**src/sv/qlsc_pkg.sv**
```systemverilog
// Shared types and constants of the leaky-state classifier.
// No dependencies; the register, controller, datapath and top-level files import it.
`default_nettype none

package qlsc_pkg;

  // Number of state dimensions and the width of a dimension index
  localparam int DIMS  = 4096;
  localparam int DIM_W = $clog2(DIMS);
  localparam logic [DIM_W-1:0] DIM_LAST = DIM_W'(DIMS - 1);

  // State saturates to [-H_LIMIT, H_LIMIT]
  localparam logic [2:0] H_LIMIT = 3'd4;

  // Item operation codes
  typedef enum logic [1:0] {
    OP_RATE   = 2'd0,
    OP_WEIGHT = 2'd1,
    OP_TOKEN  = 2'd2
  } op_t;

  // APB register map (word index taken from paddr[2])
  localparam int APB_ADDR_W = 3;
  localparam logic REG_SEQ_LEN = 1'b0;
  localparam logic REG_BIAS    = 1'b1;

  localparam logic [7:0] SEQ_LEN_RESET = 8'd16;

  // Configuration register contents
  typedef struct packed {
    logic [7:0]         seq_len;
    logic signed [15:0] bias;
  } cfg_t;

  // Controller to datapath commands
  typedef struct packed {
    logic             wr_rate;    // write forget rate entry
    logic             wr_weight;  // write readout weight entry
    logic             start;      // token accepted: preset accumulator to bias
    logic             issue;      // read dimension addr and run it down the pipe
    logic             last;       // issued dimension is the final one
    logic             first;      // first token of a sequence: state reads as zero
    logic             tok;        // token identity
    logic [DIM_W-1:0] addr;       // dimension being issued
    logic             load_out;   // copy accumulator into the result register
  } dp_cmd_t;

  // Datapath to controller status
  typedef struct packed {
    logic sweep_done;             // final dimension leaves the pipe this cycle
  } dp_status_t;

endpackage

`default_nettype wire

```
**src/sv/qlsc_regs.sv**
```systemverilog
// APB configuration registers: sequence length and readout bias.
// Depends on qlsc_pkg.
`default_nettype none

module qlsc_regs (
  input  wire logic                             clk,
  input  wire logic                             rst,
  input  wire logic                             psel,
  input  wire logic                             penable,
  input  wire logic                             pwrite,
  input  wire logic [qlsc_pkg::APB_ADDR_W-1:0]  paddr,
  input  wire logic [31:0]                      pwdata,
  output logic      [31:0]                      prdata,
  output logic                                  pready,
  output qlsc_pkg::cfg_t                        cfg
);
  import qlsc_pkg::*;

  logic wr_en;

  assign pready = 1'b1;
  assign wr_en  = psel && penable && pwrite && pready;

  // Register writes
  always_ff @(posedge clk) begin
    if (rst) begin
      cfg.seq_len <= SEQ_LEN_RESET;
      cfg.bias    <= '0;
    end else if (wr_en) begin
      unique case (paddr[2])
        REG_SEQ_LEN: cfg.seq_len <= pwdata[7:0];
        REG_BIAS:    cfg.bias    <= pwdata[15:0];
        default:     ;
      endcase
    end
  end

  // Read mux
  always_comb begin
    unique case (paddr[2])
      REG_SEQ_LEN: prdata = {24'b0, cfg.seq_len};
      REG_BIAS:    prdata = {{16{cfg.bias[15]}}, cfg.bias};
      default:     prdata = '0;
    endcase
  end

endmodule

`default_nettype wire

```
**config.mk**
```make
export PLATFORM = sky130hd
export DESIGN_NAME = qlsc_regs
export DESIGN_NICKNAME = d
export VERILOG_FILES = /design/src/sv/qlsc_pkg.sv /design/src/sv/qlsc_regs.sv
export SDC_FILE = /design/constraint.sdc
export NUM_CORES = 1
export LEC_CHECK = 0
export BUFFER_PORTS_ARGS = -buffer_cell sky130_fd_sc_hd__buf_2
export CORE_MARGIN = 2
export CORE_UTILIZATION = 36
export CTS_CLUSTER_DIAMETER = 40
export DETAILED_ROUTE_END_ITERATION = 10
export GPL_TIMING_DRIVEN = 1
export PLACE_DENSITY = 0.75
export SYNTH_ARGS = -nofsm -noshare
export SYNTH_HDL_FRONTEND = slang
export SYNTH_SLANG_ARGS = --single-unit
```
**constraint.sdc**
```tcl
create_clock -name clk -period 1.1 [get_ports clk]
set_clock_uncertainty 0.05 [all_clocks]
set_input_delay 0.11 -clock clk [delete_from_list [all_inputs] [get_ports clk]]
set_output_delay 0.11 -clock clk [all_outputs]
set_load 0.005 [all_outputs]
```
==> metrics.md <==
| Metric | Value |
|---|---|
| Status | `finished, violations left` |
| Failing checks | `negative setup slack` |
| Count leader, synth | `nand2b_1` |
| GRT Resource Usage Total | `0.140` |
| Detailed Routing Iterations Pass 1 | `4` |
| Final Wtd Congestion | `~0.67` |
| F_max | `0.886 GHz` |
| Post-Synthesis Cell Area | `1350 sq um` |
| Dpl cells | `~240` |
| Final core occ | `0.510` |
| Yosys warns | `0` |
| CTS clock-pin slew for the worst setup and hold paths | `~0.080 ns` |
| #FFs+latches synth | `24` |
| Grt ovf | `0` |
| Hold buffer count at cts | `0` |
| Critical path class | `reg -> out` |
| Post-DRT Antenna Nets | `0` |
| Post-Syn Instances | `between 100 and 150` |
| Max-cap violation count | `0` |
| Final setup fails | `11` |
| Worst skew pair latency | `approximately 0.25 ns` |
| IO Pins | `97` |
| Critical Path Start Type | `register` |
| CP max FO | `2` |
| IO buf count | `77` |
| Most frequent cells after synthesis | `nand2b_1, dfxtp_1, mux2i_1` |
| CP arrival | `around 0.97 ns` |
| Syn Area/Cell | `roughly 10 sq um` |
| Syn nets | `around 170` |
| Largest net degree at the start of global routing | `42` |
| CP Data Required Time | `about 0.94 ns` |
| WL final | `slightly above 3 mm` |
| Max reg flops | `24` |
| Area Overhead vs Synth | `37.5%` |
| Pwr Density | `slightly below 900 nW/um^2` |
| Setup TNS | `-0.209 ns` |
| Hold Path Class | `in -> reg` |
| Vias | `1135` |
| First-pass GRT wire length | `4.70 mm` |
| Maximum buffer depth of the clock tree | `2` |
| Dpl hpwl | `a little over 2 mm` |
| Antenna cells | `0` |
| Worst Setup End Kind | `output port` |
| Row count | `22` |
| Worst-margin pin slew | `roughly 0.52 ns` |
| CTS tree | `yes` |
| Area fraction of the dominant cell type after synthesis | `0.357` |
| Root Driver | `clkbuf_8` |
| Met3 Wirelength | `between 100 and 150 um` |
| DRC | `0` |
| Max-slew violations | `0` |
| Chip width | `65.2 um` |
| Final WS setup | `-0.0290 ns` |
| Layout cells sized above 1 | `0.596` |
| Synth area leaders | `dfxtp_1, nand2b_1, mux2i_1` |
| Vias in the first global route | `approximately 1000` |
| Die H | `roughly 65 um` |
| Seq/Total Area, Yosys | `0.357` |
| Synth cell types | `16` |
| Fraction of registers with async set/reset | `0` |
| Initial drt markers | `32` |
| Hold Vio Cnt, Final | `0` |
| Finished Layout Cells | `251` |
| Antenna violations before repair | `0` |
| CTS Sinks | `24` |
| Avg WL per Cell | `between 10 and 15 um` |
| Nets | `roughly 250` |
| Max-slew headroom | `0.650` |
| Vias per std cell | `~4.5` |
| Final Power | `about 0.0016 W` |
| Largest Register | `cfg` |
| Initial core utilization | `0.371` |
| Period utilisation layout | `1.03` |
| Top Metal Used | `met4` |
| Worst vdd ir | `approximately 0.31 mV` |
| Met2 WL post-DR | `between 1.5 and 2 mm` |
| Number of buffers created by CTS | `3` |
| DIE AREA | `roughly 4200 sq um` |
| Multi-input logic area | `between 700 and 800 sq um` |
| Min Tclk post-route | `between 1 and 1.5 ns` |
| Total number of H-tree levels | `1` |
| RSZ-0062 raised after global routing | `yes` |
| Number of fillers in the final layout | `between 300 and 400` |
| Core area | `between 3000 and 4000 sq um` |
| Top Registers | `cfg (24)` |
| Lkg Pwr | `approximately 0.96 nW` |
| Met1 WL | `~1.3 mm` |
| Register area | `~500 sq um` |
| EDFF count, synth | `0` |
| Area leader, netlist | `dfxtp_1` |
| Worst hold margin | `0.0558 ns` |
| Post-synth top flop | `dfxtp_1` |
[cells by family (layout without fill, tap and decap cells)]
logic type             Yosys count  after routing  synth area share
buffers and inverters           25             92             0.144
flip-flops                      24             24             0.357
multiplexers                    32             32             0.245
other                            1              1           0.00279
AND/OR/NAND/NOR                 52             54             0.251
[layout make-up]
cell class / count / share of cell area
tap: 48 / 0.0324
clock buffer: 3 / 0.0223
sequential: 24 / 0.272
timing repair buffer: 89 / 0.294
multi-input combinational: 87 / 0.380
[where the power goes]
group	internal [W]	switching, W	total (W)	leakage (nW)
clock	0.000244	0.000244	0.000488	0.0216
combinational	0.000139	0.000102	0.000241	0.737
sequential	0.000888	0.0000128	0.000900	0.201
[placed cells by master, fill, tap and decap left out, drive strengths merged]
| cell type | count |
|---|---|
| buf | 89 |
| clkbuf | 3 |
| mux2 | 8 |
| and4 | 1 |
| conb | 1 |
| dfxtp | 24 |
| and4b | 1 |
| nand4b | 1 |
| mux2i | 24 |
| and2 | 10 |
| nor2 | 2 |
| nand2b | 39 |
[metal layers]
| metal | GRT usage | vias to the layer above |
|---|---|---|
| li1 | - | 556 |
| met1 | 0.164 | 539 |
| met2 | 0.259 | 38 |
| met3 | 0.0154 | 2 |
| met4 | 0.0547 | 0 |
| met5 | 0 | - |
[what timing repair did]
item,4_1_cts,5_1_grt
endpoints found under the setup margin,25,25
setup buffers,9,1
pin swaps,1,1
gates resized for setup,23,9
gates cloned,1,1
[critical path, stage by stage, from the launching register on]
cell and delay [ns]:
dfxtp_2 0.33, mux2_4 0.27, buf_6 0.12
[worst paths after layout]
kind               from        end  slack [ns]  cells past startpoint
max             cfg[19]  prdata[3]       -0.03                      2
min          pwdata[15]    cfg[15]        0.06                      3
max reg2reg      cfg[2]     cfg[2]        0.35                      3
min reg2reg      cfg[6]     cfg[6]        0.43                      2
[per-stage QoR]
stage / setup slack (ns) / cell area [sq um]
final: -0.0290 / 1850
after global routing: -0.0595 / 1850
after CTS: -0.0324 / 1790
after detailed placement: 0.000629 / 1630
after global placement: 0.00857 / 1630
after floorplan: 0.117 / 1350
Power figures use the tool's default switching activity.
