### src/sv/qlsc_pkg.sv
// Shared types and constants of the leaky-state classifier.
// No dependencies; the register, controller, datapath and top-level files import it.
`default_nettype none

package qlsc_pkg;

  // Number of state dimensions and the width of a dimension index
  localparam int DIMS  = 4096;
  localparam int DIM_W = $clog2(DIMS);
  localparam logic [DIM_W-1:0] DIM_LAST = DIM_W'(DIMS - 1);

  // State saturates to [-H_LIMIT, H_LIMIT]
  localparam logic [2:0] H_LIMIT = 3'd4;

  // Item operation codes
  typedef enum logic [1:0] {
    OP_RATE   = 2'd0,
    OP_WEIGHT = 2'd1,
    OP_TOKEN  = 2'd2
  } op_t;

  // APB register map (word index taken from paddr[2])
  localparam int APB_ADDR_W = 3;
  localparam logic REG_SEQ_LEN = 1'b0;
  localparam logic REG_BIAS    = 1'b1;

  localparam logic [7:0] SEQ_LEN_RESET = 8'd16;

  // Configuration register contents
  typedef struct packed {
    logic [7:0]         seq_len;
    logic signed [15:0] bias;
  } cfg_t;

  // Controller to datapath commands
  typedef struct packed {
    logic             wr_rate;    // write forget rate entry
    logic             wr_weight;  // write readout weight entry
    logic             start;      // token accepted: preset accumulator to bias
    logic             issue;      // read dimension addr and run it down the pipe
    logic             last;       // issued dimension is the final one
    logic             first;      // first token of a sequence: state reads as zero
    logic             tok;        // token identity
    logic [DIM_W-1:0] addr;       // dimension being issued
    logic             load_out;   // copy accumulator into the result register
  } dp_cmd_t;

  // Datapath to controller status
  typedef struct packed {
    logic sweep_done;             // final dimension leaves the pipe this cycle
  } dp_status_t;

endpackage

`default_nettype wire

### src/sv/qlsc_ctrl.sv
// Controller: input handshake, token counter, dimension sweep sequencer
// and result register valid. Depends on qlsc_pkg.
`default_nettype none

module qlsc_ctrl (
  input  wire logic                  clk,
  input  wire logic                  rst,
  input  wire logic                  in_valid,
  output logic                       in_ready,
  input  wire logic [1:0]            operation,
  input  wire logic                  token,
  input  wire logic [7:0]            seq_len,
  output logic                       out_valid,
  input  wire logic                  out_ready,
  output qlsc_pkg::dp_cmd_t          cmd,
  input  wire qlsc_pkg::dp_status_t  status
);
  import qlsc_pkg::*;

  typedef enum logic [3:0] {
    S_IDLE   = 4'b0001,
    S_SWEEP  = 4'b0010,
    S_DRAIN  = 4'b0100,
    S_RESULT = 4'b1000
  } state_t;

  state_t           state, state_next;
  logic [DIM_W-1:0] dim;
  logic [8:0]       token_count;
  logic [8:0]       count_inc;
  logic [8:0]       len_eff;
  logic             hit;
  logic             tok;
  logic             first;
  logic             readout;
  logic             accept;
  logic             tok_start;

  assign in_ready  = (state == S_IDLE);
  assign accept    = in_valid && in_ready;
  assign tok_start = accept && (operation == OP_TOKEN);

  // A zero length means 256 tokens
  assign len_eff   = (seq_len == 8'd0) ? 9'd256 : {1'b0, seq_len};
  assign count_inc = token_count + 9'd1;
  assign hit       = (count_inc >= len_eff);

  // Datapath commands
  always_comb begin
    cmd           = '0;
    cmd.wr_rate   = accept && (operation == OP_RATE);
    cmd.wr_weight = accept && (operation == OP_WEIGHT);
    cmd.start     = tok_start;
    cmd.issue     = (state == S_SWEEP);
    cmd.addr      = dim;
    cmd.last      = (dim == DIM_LAST);
    cmd.first     = first;
    cmd.tok       = tok;
    cmd.load_out  = (state == S_RESULT) && (!out_valid || out_ready);
  end

  // Next state
  always_comb begin
    state_next = state;
    unique case (state)
      S_IDLE:   if (tok_start) state_next = S_SWEEP;
      S_SWEEP:  if (dim == DIM_LAST) state_next = S_DRAIN;
      S_DRAIN:  if (status.sweep_done) state_next = readout ? S_RESULT : S_IDLE;
      S_RESULT: if (cmd.load_out) state_next = S_IDLE;
      default:  state_next = S_IDLE;
    endcase
  end

  // State, counters and token flags
  always_ff @(posedge clk) begin
    if (rst) begin
      state       <= S_IDLE;
      dim         <= '0;
      token_count <= '0;
      tok         <= 1'b0;
      first       <= 1'b0;
      readout     <= 1'b0;
    end else begin
      state <= state_next;
      if (tok_start) begin
        dim         <= '0;
        tok         <= token;
        first       <= (token_count == 9'd0);
        readout     <= hit;
        token_count <= hit ? 9'd0 : count_inc;
      end else if (state == S_SWEEP) begin
        dim <= dim + 1'b1;
      end
    end
  end

  // Result register valid
  always_ff @(posedge clk) begin
    if (rst) begin
      out_valid <= 1'b0;
    end else if (cmd.load_out) begin
      out_valid <= 1'b1;
    end else if (out_ready) begin
      out_valid <= 1'b0;
    end
  end

endmodule

`default_nettype wire

### config.mk
export PLATFORM = sky130hd
export DESIGN_NAME = qlsc_ctrl
export DESIGN_NICKNAME = d
export VERILOG_FILES = /design/src/sv/qlsc_pkg.sv /design/src/sv/qlsc_ctrl.sv
export SDC_FILE = /design/constraint.sdc
export NUM_CORES = 1
export LEC_CHECK = 0
export BUFFER_PORTS_ARGS = -buffer_cell sky130_fd_sc_hd__buf_2
export CAP_MARGIN = 25
export CORE_MARGIN = 2
export CORE_UTILIZATION = 53
export CTS_CLUSTER_SIZE = 12
export DETAILED_ROUTE_END_ITERATION = 10
export GPL_TIMING_DRIVEN = 0
export PLACE_DENSITY = 0.79
export SLEW_MARGIN = 0
export SYNTH_ARGS = -nofsm -noshare
export SYNTH_HDL_FRONTEND = slang
export SYNTH_SLANG_ARGS = --single-unit
### constraint.sdc
create_clock -name clk -period 3.5 [get_ports clk]
set_input_delay 0.35 -clock clk [delete_from_list [all_inputs] [get_ports clk]]
set_output_delay 0.35 -clock clk [all_outputs]
set_load 0.03 [all_outputs]
==> results.ini, run 1 <==
[run_status]
status = finished clean

[final_layout]
layout-drive-gt1-share_pct = 23.2
instances_no_fill = 290
n_fill_cell = 285
final_nets = 273
n_antenna_cell = 0
final_area_mm2 = 0.00198
area_growth_pct = 18.5

[synth]
synth.most_common_cell = dfxtp_1
synth_nets = 229
seq_area_frac_synth_pct = 34.7
ys_warn_count = 0
syn-cell-area_mm2 = 0.00167
ys.flop_type = dfxtp_1
synth_edf_count = 0
ys_async_sr_fraction_pct = 0
synth_cell_types = 39
synthCells = 201
synth_top_cell_area_share_pct = 34.7
avgSynthCellArea_um2 = 8.32
synth_seq_cells = 29
synth_common_cells = dfxtp_1, inv_1, nand2_1, nor2_1
synth.area.top_cells = dfxtp_1, ha_1, xnor2_1
synth_top_cell_by_area = dfxtp_1

[power]
pwr-share-seq_pct = 49.7
power_frac_comb_pct = 17.4
ir_drop_v = 0.000225
p_leak_nw = 0.885
power_density_mw_per_mm2 = 353
sw_frac_of_total_pct = 28.0
power_switching_mw = 0.196
p_clk_share_pct = 32.9
p_total_mw = 0.701
internal_power_mw = 0.504

[clock_tree]
max-clock-path-buffers = 2
htreeDepth = 2
clkLatencyLatePin_ps = 330
postCtsSetupBuffers = 0
cts_root_buffer = clkbuf_4
cts_hold_buf = 0
cts_tree = yes
clock_sinks = 29
path_clk_slew_ps = 100
cts_buffers = 5
cts_resized = 0

[place]
hpwl_um = 2490
dp.cells = 282
gp_congestion = 0.782
portBuffers = 37
dpl_cell_area_mm2 = 0.00191

[setup_path]
worstSetupPathType = flip-flop to flip-flop
cp_data_required_time_ps = 3720
critPathCaptureType = flip-flop
path_max_fanout = 8
cp_data_arrival_time_ps = 3300
setup.worst_path.start_class = flip-flop

[detailed_routing]
drcViolationCount = 0
wl_per_cell_um = 10.9
vias_per_cell = 5.27
num_vias = 1529
first_pass_iters = 4
drt_iter0_drc = 74
ant_nets = 0
drt_wl_total_um = 3150

[timing]
worst_pin_slew_ps = 836
rsz0062_at_grt = false
fin_worst_skew_ps = 9.79
setup_viol = 0
drv_slew = 0
finalSetupTns_ps = 0
period_minus_slack_ps = 3080
max_slew_margin_pct = 43.6
fmaxAchievable_ghz = 0.325
fin_crit_sh_pct = 87.9
fin_hold_ws_ps = 261
hold_viol = 0

[job]
cap_violations = 0

[floorplan]
initial_core_util_pct = 55.2
die_h_um = 60.2
core.rowCount = 20
die_area_mm2 = 0.00362
ioPinCount = 38
coreArea_mm2 = 0.00303
die_w_um = 60.2

[grt]
grt_util_all_layers_pct = 20.1
grt_first_pass_wirelength_um = 5490
grt_pass1_vias = 1321
overflow = 0
antenna_found_initial = 0
grt_max_degree = 11

[min_path]
hold_path.class = input pin to flip-flop

[critical path: stages, from the launching register on]
cell and delay (ps):
dfxtp_1 320, clkbuf_1 260, and3_1 230, and3_1 210, nand3_1 110, xnor2_1 170, ha_1 310, nand4_1 100
o311ai_0 750, nor2_1 210, a31o_2 300
[cell families (layout without fill, tap and decap cells)]
logic type	Yosys count	in the layout	synth area share [%]
AO/OA/AOI/OAI	32	32	12.9
XOR/XNOR	16	16	8.38
adder cells (fa/ha/maj)	12	12	8.98
buffers and inverters	28	73	7.03
flip-flops	29	29	34.7
multiplexers	1	1	0.598
AND/OR/NAND/NOR	83	83	27.5
[placed cells by master (no fill, tap or decap), types with 4 or more instances in the layout]
cell,netlist,layout
nand3_1,10,10
clkbuf_1,6,6
nand2_1,17,17
xnor2_1,8,8
dfxtp_1,29,29
and3_1,7,7
or3_1,4,4
inv_1,18,18
ha_1,12,12
buf_2,1,38
xor2_1,8,8
nor3_1,4,4
clkbuf_4,0,5
a21oi_1,12,12
nand4_1,6,6
nor2_1,16,16
o32ai_1,4,4
o21ai_0,4,4
[registers in the layout (all words and copies together) (netlist names)]
signal and cells:
dim 12, token_count 9, state 4, first 1, out_valid 1, readout 1, tok 1
[final cells by class]
type | instances | area [um2] | area share (%)
timing repair buffer | 37 | 185 | 9.34
clock buffer | 7 | 65.1 | 3.28
inverter | 18 | 67.6 | 3.41
sequential | 29 | 581 | 29.3
buffer | 10 | 50.0 | 2.52
clock inverter | 1 | 5.00 | 0.252
tap | 44 | 55.1 | 2.78
multi-input combinational | 144 | 975 | 49.1
[final timing paths]
| kind | cells past startpoint | to | slack (ps) | start |
|---|---|---|---|---|
| worst max register to register | 10 | token_count[7]$_SDFFE_PP0P_ | 420 | token_count[2]$_SDFFE_PP0P_ |
| worst max-delay path | 10 | token_count[7]$_SDFFE_PP0P_ | 420 | token_count[2]$_SDFFE_PP0P_ |
| worst min-delay path | 3 | tok$_SDFFE_PP0P_ | 260 | token |
| worst min register to register | 2 | first$_SDFFE_PP0P_ | 460 | first$_SDFFE_PP0P_ |
[per-stage QoR]
| stage | utilization (%) | setup slack (ps) |
|---|---|---|
| 2_1_floorplan | - | 935 |
| 3_5_place_dp | 63.2 | 409 |
| 4_1_cts | 65.5 | 385 |
| 5_1_grt | 65.5 | 180 |
| 6_report | 65.5 | 422 |
| 3_3_place_gp | 63.2 | 437 |
[per-layer routing]
metal	global-route usage, %	routed length [um]	up-vias
li1	-	-	798
met1	26.0	1530	691
met5	0	0	-
met3	7.14	176	4
met4	5.71	25	0
met2	31.5	1430	36
[power groups by stage]
| stage | sequential, mW | combinational (mW) | clock [mW] |
|---|---|---|---|
| 2_1_floorplan | 0.356 | 0.0882 | 0 |
| 3_3_place_gp | 0.356 | 0.121 | 0 |
| 3_5_place_dp | 0.356 | 0.122 | 0 |
| 4_1_cts | 0.348 | 0.123 | 0.238 |
| 5_1_grt | 0.350 | 0.137 | 0.253 |
| 6_report | 0.348 | 0.122 | 0.231 |
No activity file was read; power rests on OpenSTA's default activity.
==> run 2, diff against run 1 <==
--- a/config.mk
+++ b/config.mk
@@ -5,14 +5,15 @@
 export SDC_FILE = /design/constraint.sdc
 export NUM_CORES = 1
 export LEC_CHECK = 0
+export ABC_AREA = 1
 export BUFFER_PORTS_ARGS = -buffer_cell sky130_fd_sc_hd__buf_2
 export CAP_MARGIN = 25
 export CORE_MARGIN = 2
-export CORE_UTILIZATION = 53
+export CORE_UTILIZATION = 55
 export CTS_CLUSTER_SIZE = 12
 export DETAILED_ROUTE_END_ITERATION = 10
 export GPL_TIMING_DRIVEN = 0
-export PLACE_DENSITY = 0.79
+export PLACE_DENSITY = 0.8
 export SLEW_MARGIN = 0
 export SYNTH_ARGS = -nofsm -noshare
 export SYNTH_HDL_FRONTEND = slang
==> constraint.sdc (replaced) <==
create_clock -name clk -period 3.5 [get_ports clk]
set_input_delay 0.35 -clock clk [delete_from_list [all_inputs] [get_ports clk]]
set_output_delay 0.35 -clock clk [all_outputs]
set_load 0.05 [all_outputs]
==> run 2 against run 1 <==
Compared with the run above: clock power up 25%; design area rose by 12%; register-to-register slack gained 430 ps; count of clock-buffer cells in the layout did not move; setup slack better by 430 ps; maximum frequency up 16%; critical path depth increased by 3; routed wire length increased by 17%; sequential share of layout area decreased by 3.2 points; critical endpoint is now token_count[3]$_SDFFE_PP0P_; largest cell class unchanged; highest routed layer unchanged.
==> results.ini, run 2 <==
[run_status]
status = finished clean

[timing]
drv_slew = 0
setup_viol = 0
rsz0062_at_grt = false
fin_ws_ps = 852
period_minus_slack_ps = 2650
fin_worst_skew_ps = 14.3
finalSetupTns_ps = 0
max_slew_margin_pct = 71.7
fin_crit_sh_pct = 75.7
worst_pin_slew_ps = 422
hold_viol = 0
fmaxAchievable_ghz = 0.378

[setup_path]
reg2reg_setup_slack_ps = 850
r2r_end = token_count[3]$_SDFFE_PP0P_
cp_data_arrival_time_ps = 2920
crit_end = token_count[3]$_SDFFE_PP0P_
path_max_fanout = 6
setup.worst_path.start_class = flip-flop
reg2reg_from = token_count[0]$_SDFFE_PP0P_
critPathCaptureType = flip-flop
worstSetupPathType = flip-flop to flip-flop
cp_data_required_time_ps = 3780
crit_path_start = token_count[0]$_SDFFE_PP0P_
r2r_cells = 13

[grt]
use_met3_pct = 3.96
grt_pass1_vias = 1648
overflow = 0
grt_max_degree = 11
use_met2_pct = 37.0
antenna_found_initial = 0
grt_first_pass_wirelength_um = 6690
grt_util_all_layers_pct = 21.2
use_met1_pct = 24.5
busiest_layer = met2

[final_layout]
n_antenna_cell = 0
layout-drive-gt1-share_pct = 19.3
most-common-layout-cells = nand2_1, inv_1, nor2_1, buf_2, dfxtp_1
final_area_mm2 = 0.00223
final_nets = 363
largest_reg_flops = 12
top_regs = dim (12), token_count (9), state (4)
top_register = dim
area_growth_pct = 17.2
layout_commonest_cell = nand2_1

[detailed_routing]
drt_iter0_drc = 76
ant_nets = 0
num_vias = 1851
drcViolationCount = 0
drt_wl_total_um = 3680
wl_per_cell_um = 9.64
vias_per_cell = 4.85
first_pass_iters = 4

[place]
portBuffers = 37
place_ws_ps = 874
gp_congestion = 0.826
dpl_cell_area_mm2 = 0.00214
hpwl_um = 2910

[clock_tree]
max-clock-path-buffers = 2
cts_tree = yes
clkLatencyLatePin_ps = 340
cts_root_buffer = clkbuf_4
path_clk_slew_ps = 90
cts_hold_buf = 0
htreeDepth = 2
cts_buffers = 5
postCtsSetupBuffers = 0
cts_resized = 0
clock_sinks = 29

[floorplan]
ioPinCount = 38
coreArea_mm2 = 0.00334
initial_core_util_pct = 57.0
core.rowCount = 21
die_h_um = 62.8
die_w_um = 62.8
die_area_mm2 = 0.00394

[power]
p_total_mw = 0.911
ir_drop_v = 0.000191
power_density_mw_per_mm2 = 409
p_leak_nw = 1.17

[synth]
synth_nets = 319
synth.area.top_cells = dfxtp_1, nand2_1, ha_1
synth_cell_types = 28
synth_top_cell_by_area = dfxtp_1
avgSynthCellArea_um2 = 6.53
syn-cell-area_mm2 = 0.00190
synth_edf_count = 0
synth_top_cell_area_share_pct = 30.5
ys_async_sr_fraction_pct = 0
synth.most_common_cell = nand2_1
synthCells = 291
synth_seq_cells = 29
synth_common_cells = nand2_1, inv_1, nor2_1, dfxtp_1, nand3_1
seq_area_frac_synth_pct = 30.5
ys.flop_type = dfxtp_1
ys_warn_count = 0

[job]
cap_violations = 0

[min_path]
hold_path.class = input pin to flip-flop

==> run 2: worst min path at each step <==
stage	start	to	slack, ps	cells after the start
detailed placement	tok$_SDFFE_PP0P_	tok$_SDFFE_PP0P_	440	2
global route	token	tok$_SDFFE_PP0P_	200	3
global placement	tok$_SDFFE_PP0P_	tok$_SDFFE_PP0P_	440	2
CTS	token	tok$_SDFFE_PP0P_	190	3
finish	token	tok$_SDFFE_PP0P_	210	3
floorplan	rst	state[1]$_SDFFE_PP0P_	420	1
==> run 2: final cells by class <==
type | count | area [um2]
clock inverters | 1 | 30.0
plain buffers | 8 | 61.3
flip-flops and latches | 29 | 581
fillers | 323 | 1110
multi-input cells | 209 | 1060
inverters | 45 | 195
repair buffers | 37 | 185
well taps | 46 | 57.6
clock buffers | 7 | 55.1
==> run 2: cell families (layout without fill, tap and decap cells) <==
logic type	Yosys count	count (layout)	share of synthesized area, %
AND/OR/NAND/NOR	169	169	39.5
buffers and inverters	53	98	13.5
flip-flops	29	29	30.5
AO/OA/AOI/OAI	23	23	6.25
adder cells (fa/ha/maj)	12	12	7.90
XOR/XNOR	5	5	2.30
==> run 2: where the power goes <==
part           internal [mW]  leakage [nW]  total [mW]  switching, mW
Sequential             0.347         0.234       0.364         0.0172
Combinational         0.0841         0.893       0.260          0.175
Clock                  0.170        0.0455       0.288          0.117
Total                  0.602          1.17       0.911          0.310
==> run 2: worst max-delay path: stages (launching register included) <==
cell and delay (ps):
dfxtp_1 440, ha_1 220, nand3_1 120, nor2_1 200, nand2_1 90, xnor2_1 230, ha_1 280, nand2_1 60
nand2_1 50, a21oi_1 170, nand2_1 70, nor2_1 350, nor2_1 170, nor2_1 130
==> run 2: per-stage QoR <==
stage / hold slack (ps) / instances / utilization (%)
floorplan: 419 / 291 / -
global placement: 437 / 374 / 64.2
detailed placement: 441 / 374 / 64.2
CTS: 191 / 382 / 66.8
global route: 196 / 382 / 66.8
finish: 209 / 382 / 66.8
==> run 2: per-layer routing <==
| layer | routed length [um] | share of wire (%) |
|---|---|---|
| met5 | 0 | 0 |
| met4 | 88 | 2.4 |
| met3 | 170 | 4.6 |
| met2 | 1760 | 48 |
| met1 | 1670 | 45 |
